File: config.mk
export PLATFORM = sky130hd
export DESIGN_NAME = qdd_chain
export DESIGN_NICKNAME = d
export VERILOG_FILES = /design/src/qdd_pkg.sv /design/src/qdd_cell.sv /design/src/qdd_chain.sv
export SDC_FILE = /design/constraint.sdc
export NUM_CORES = 2
export LEC_CHECK = 0
export BUFFER_PORTS_ARGS = -buffer_cell sky130_fd_sc_hd__buf_2
export CAP_MARGIN = 20
export CORE_MARGIN = 2
export CORE_UTILIZATION = 65
export CTS_BUF_LIST = sky130_fd_sc_hd__clkbuf_4 sky130_fd_sc_hd__clkbuf_8
export DETAILED_ROUTE_END_ITERATION = 12
export PLACE_DENSITY = 0.81
export SKIP_CTS_REPAIR_TIMING = 1
export SLEW_MARGIN = 20
export SYNTH_ARGS = -nofsm -noshare
export SYNTH_HDL_FRONTEND = slang
export SYNTH_HIERARCHICAL = 1
export SYNTH_SLANG_ARGS = --single-unit
export TNS_END_PERCENT = 5
File: constraint.sdc
create_clock -name clk -period 240.5 [get_ports clk]
set_input_delay 36.075 -clock clk [delete_from_list [all_inputs] [get_ports clk]]
set_output_delay 36.075 -clock clk [all_outputs]
set_load 0.01 [all_outputs]
File: src/qdd_pkg.sv
`default_nettype none

package qdd_pkg;

  // Field widths of one frame header.
  localparam int unsigned ADDR_W     = 48;
  localparam int unsigned TID_W      = 4;
  localparam int unsigned SEQ_W      = 12;
  localparam int unsigned FRAG_W     = 4;
  localparam int unsigned SF_W       = SEQ_W + FRAG_W;
  localparam int unsigned DATA_KEY_W = ADDR_W + TID_W;

  // Default cache depths.
  localparam int unsigned QDD_DATA_ENTRIES = 32;
  localparam int unsigned QDD_MGMT_ENTRIES = 16;

  // Sequencer states.
  typedef enum logic [1:0] {
    ST_IDLE,
    ST_CMP,
    ST_UPD
  } qdd_state_t;

  // Control broadcast from a chain to each of its cells.
  typedef struct packed {
    logic cmp_en;    // compare the query against the entry
    logic shift_en;  // insert: every cell takes its left neighbor's entry
    logic upd_en;    // hit update: the hitting cell may rewrite its seq/frag
    logic retry;     // retry bit of the query
  } qdd_cell_ctl_t;

endpackage

`default_nettype wire

File: src/qdd_cell.sv
`default_nettype none

module qdd_cell
  import qdd_pkg::*;
#(
  parameter int unsigned KEY_W = DATA_KEY_W
) (
  input  wire logic             clk,
  input  wire logic             rst_n,
  input  wire qdd_cell_ctl_t    ctl,
  input  wire logic [KEY_W-1:0] q_key,
  input  wire logic [SF_W-1:0]  q_sf,
  input  wire logic [KEY_W-1:0] left_key,
  input  wire logic [SF_W-1:0]  left_sf,
  input  wire logic             left_valid,
  output logic      [KEY_W-1:0] key,
  output logic      [SF_W-1:0]  sf,
  output logic                  valid,
  output logic                  hit,
  output logic                  same_sf
);

  logic [KEY_W-1:0] key_r;
  logic [SF_W-1:0]  sf_r;
  logic             valid_r;
  logic             hit_r;
  logic             same_r;

  // Entry storage: shifts along the row on insert, rewrites seq/frag on a hit.
  always_ff @(posedge clk) begin
    if (!rst_n) begin
      valid_r <= 1'b0;
    end else if (ctl.shift_en) begin
      valid_r <= left_valid;
    end
  end

  always_ff @(posedge clk) begin
    if (ctl.shift_en) begin
      key_r <= left_key;
      sf_r  <= left_sf;
    end else if (ctl.upd_en && hit_r && !(same_r && ctl.retry)) begin
      sf_r <= q_sf;
    end
  end

  // Compare stage: the result is held for the update cycle.
  always_ff @(posedge clk) begin
    if (ctl.cmp_en) begin
      hit_r  <= valid_r && (key_r == q_key);
      same_r <= (sf_r == q_sf);
    end
  end

  assign key     = key_r;
  assign sf      = sf_r;
  assign valid   = valid_r;
  assign hit     = hit_r;
  assign same_sf = same_r;

endmodule

`default_nettype wire

File: src/qdd_chain.sv
`default_nettype none

module qdd_chain
  import qdd_pkg::*;
#(
  parameter int unsigned DEPTH = QDD_DATA_ENTRIES,
  parameter int unsigned KEY_W = DATA_KEY_W
) (
  input  wire logic             clk,
  input  wire logic             rst_n,
  input  wire logic             cmp_en,
  input  wire logic             upd_en,
  input  wire logic [KEY_W-1:0] q_key,
  input  wire logic [SF_W-1:0]  q_sf,
  input  wire logic             q_retry,
  output logic                  any_hit,
  output logic                  dup,
  output logic                  full
);

  // Neighbor links; position zero is the query itself, entering as a valid entry.
  logic [KEY_W-1:0] key_a   [DEPTH+1];
  logic [SF_W-1:0]  sf_a    [DEPTH+1];
  logic             valid_a [DEPTH+1];
  logic [DEPTH-1:0] hit_vec;
  logic [DEPTH-1:0] same_vec;
  qdd_cell_ctl_t    ctl;

  assign key_a[0]   = q_key;
  assign sf_a[0]    = q_sf;
  assign valid_a[0] = 1'b1;

  // Entries fill from the head and are never evicted, so the last cell
  // being valid means the row is full.
  assign any_hit = |hit_vec;
  assign dup     = q_retry && (|(hit_vec & same_vec));
  assign full    = valid_a[DEPTH];

  assign ctl.cmp_en   = cmp_en;
  assign ctl.shift_en = upd_en && !any_hit && !full;
  assign ctl.upd_en   = upd_en;
  assign ctl.retry    = q_retry;

  for (genvar i = 0; i < DEPTH; i++) begin : g_cell
    qdd_cell #(
      .KEY_W(KEY_W)
    ) u_cell (
      .clk       (clk),
      .rst_n     (rst_n),
      .ctl       (ctl),
      .q_key     (q_key),
      .q_sf      (q_sf),
      .left_key  (key_a[i]),
      .left_sf   (sf_a[i]),
      .left_valid(valid_a[i]),
      .key       (key_a[i+1]),
      .sf        (sf_a[i+1]),
      .valid     (valid_a[i+1]),
      .hit       (hit_vec[i]),
      .same_sf   (same_vec[i])
    );
  end

endmodule

`default_nettype wire
==> flow_summary.yaml <==
timing:
  rsz0062_at_grt: "no"
  tns_ps: 0
  worst_slew_pin_slew_ps: 1120
  fin_crit_ps: 73160
  setup_viol: 0
  drv_slew: 0
  slew_headroom_pct: 24.8
  clock_skew_ps: 83.0
  hold_violations: 0
  fmax_ghz: 0.0137
  fin_crit_sh_pct: 30.4
synth:
  postSynthAreaPerCell_um2: 16.7
  synthesis.nets: 5995
  synthSimpleGateAreaFrac_pct: 5.25
  synth_top_family_by_area: "XOR/XNOR gates"
  ys_ff_latch: 2272
  seq_area_frac_synth_pct: 68.6
  synthAdderAreaFrac_pct: 0
  synth_warnings: 6
  yosysUniqueCellTypes: 20
  syn-cell-area_um2: 99000
  synthXorXnorAreaFrac_pct: 19.3
  synth_cells: 5922
  synth-compound-area-share_pct: 0.416
  synthMuxAreaShare_pct: 6.15
clocking:
  clk_path_buf_depth: 4
  htreeDepth: 5
  clock-sinks: 2272
  numCtsBuffers: 374
  cts_tree: "built"
  clkTransAtPathRegs_ps: 60
  cts_root_buf: "clkbuf_8"
  clock_latency_ps: 1030
detailed_routing:
  wl_mm: 181
  drc: 0
  viasPerCell: 5.74
  first_iter_violations: 3644
  post_drt_wl_per_cell_um: 20.9
  first_pass_iters: 7
  postRouteAntennaNets: 0
  vias: 49700
run_status:
  status: "finished clean"
floorplan:
  die_w_um: 394
  io_pins: 76
  num_rows: 143
  core-area_um2: 152000
  dieHeight_um: 394
  die_area_um2: 155000
  start_util_pct: 65.3
worst_setup_path:
  critPathKind: "in -> out"
  cp.required_ps: 204430
  critical_path.max_stage_delay_ps: 550
  regToRegEndpoint: "g_cell[5].u_cell/valid"
  path_cells: "buf_2 > o41a_1 > buf_2"
  reg2regPathDepth: 11
  start_kind: "input port"
  endpoint_kind: "primary output"
  crit_slowest_cell: "buf_2"
  r2r_slack_ps: 233890
  crit_path_frequent_cell: "buf_2"
  crit_fanout: 33
  crit_arrival_ps: 37090
  r2r_start: "g_cell[13].u_cell/hit"
pwr:
  cellPowerDensity_nw_per_um2: 7.21
  vdd_drop_max_v: 0.00000740
  p_leak_nw: 35.2
layout:
  area_growth_pct: 10.1
  multiInputGateArea_um2: 30800
  layout-drive-gt1-share_pct: 18.9
  seq_area_um2: 67900
  fin_nets: 6430
  nFillCells: 9487
  final_util_pct: 71.9
placed_design:
  dp_hpwl_mm: 120
  io_buffers: 75
  gp_congestion: 0.854
grt:
  grt_pass1_vias: 51500
  grt_pass1_wl_mm: 278
  gr-usage-all-layers_pct: 23.0
  grt_max_degree: 240
  overflow: 0
  antenna_found_initial: 13
run:
  cap_violations: 0
min_path:
  worstHoldStart: "g_cell[1].u_cell/key[35]"
  hold_path_class: "reg -> reg"
  min_to: "g_cell[2].u_cell/key[35]"
  min_path_cells: 0
==> kinds of logic after synthesis <==
logic type / after synthesis
DFF: 2272
xor gates and xnor gates: 2176
and+or+nand+nor: 816
muxes: 544
buffers and inverters: 64
AOI/OAI and AO/OA: 49
other: 1
==> cell usage in the layout, fill, tap and decap left out, types with 37 or more instances in the layout <==
cell type / n
mux2_2: 512
xor2_1: 1568
nor4_1: 392
clkinv_1: 87
clkbuf_8: 384
edfxtp_1: 2240
clkbuf_4: 135
nand4_1: 262
xnor2_1: 608
buf_2: 72
buf_4: 37
==> how the worst max path moves through the flow <==
stage | startpoint | end | cells after the start
CTS | q_retry | dup | 3
detailed placement | q_retry | dup | 3
global route | q_retry | dup | 3
finish | q_retry | dup | 3
global placement | q_retry | dup | 3
floorplan | upd_en | g_cell[0].u_cell/sf[0] | 4
==> synthesized netlist by cell type <==
cell | count | area share (%)
nor4_2 | 32 | 0.40
dfxtp_1 | 32 | 0.65
edfxtp_1 | 2240 | 68
a22oi_1 | 16 | 0.12
nand2_1 | 32 | 0.12
mux2_2 | 512 | 5.8
buf_2 | 64 | 0.32
o41a_1 | 1 | 0.011
nor4_1 | 392 | 2.5
nand4_1 | 262 | 1.7
xor2_1 | 1568 | 14
nor2b_1 | 32 | 0.20
nor3_1 | 32 | 0.16
or2_1 | 1 | 0.0063
conb_1 | 1 | 0.0038
nor4b_2 | 1 | 0.015
xnor2_1 | 608 | 5.4
a31o_2 | 32 | 0.28
or3_1 | 32 | 0.20
mux2i_1 | 32 | 0.32
==> registers in the layout (all words and copies together), names as in the netlist <==
| signal | flops |
|---|---|
| g_cell.u_cell/key | 1664 |
| g_cell.u_cell/sf | 512 |
| g_cell.u_cell/valid | 32 |
| g_cell.u_cell/same_sf | 32 |
| g_cell.u_cell/hit | 32 |
==> area by class of cell <==
type | instances | area share (%)
flip-flops and latches | 2272 | 62.3
well taps | 2030 | 2.33
diodes | 9 | 0.0207
repair buffers | 123 | 0.876
multi-input cells | 3586 | 28.2
clock buffers | 519 | 5.78
clock inverters | 117 | 0.449
==> critical path, delay by kind of cell <==
kind	cells	cell delay, ps
AO/OA/AOI/OAI	1	300
buffers and inverters	2	690
==> per-stage QoR <==
| stage | hold WS, ps | worst slack, ps | total power, mW | std cells | instance area, um2 |
|---|---|---|---|---|---|
| 3_3_place_gp | 448 | 167380 | 0.483 | 8004 | 102000 |
| 4_1_cts | 422 | 167330 | 0.795 | 8640 | 109000 |
| 3_5_place_dp | 454 | 167340 | 0.485 | 8004 | 102000 |
| 5_1_grt | 442 | 167270 | 0.814 | 8652 | 109000 |
| 6_report | 431 | 167340 | 0.786 | 8656 | 109000 |
| 2_1_floorplan | 447 | 103450 | 0.468 | 5922 | 99000 |
==> power breakdown <==
part	switching (mW)	leakage (nW)	internal [mW]
logic	0.0225	11.0	0.0158
clock network	0.142	3.63	0.168
registers	0.00296	20.6	0.435
==> per-layer routing <==
layer  wire (um)  vias to the layer above  GRT usage [%]
met4        6970                        0           10.3
met1       70300                    25000           27.8
met5           0                        -              0
li1            -                    23300              -
met2       94400                     1066           40.2
met3        9150                      357           4.12
Note: power is estimated with default switching activity, not from simulation.
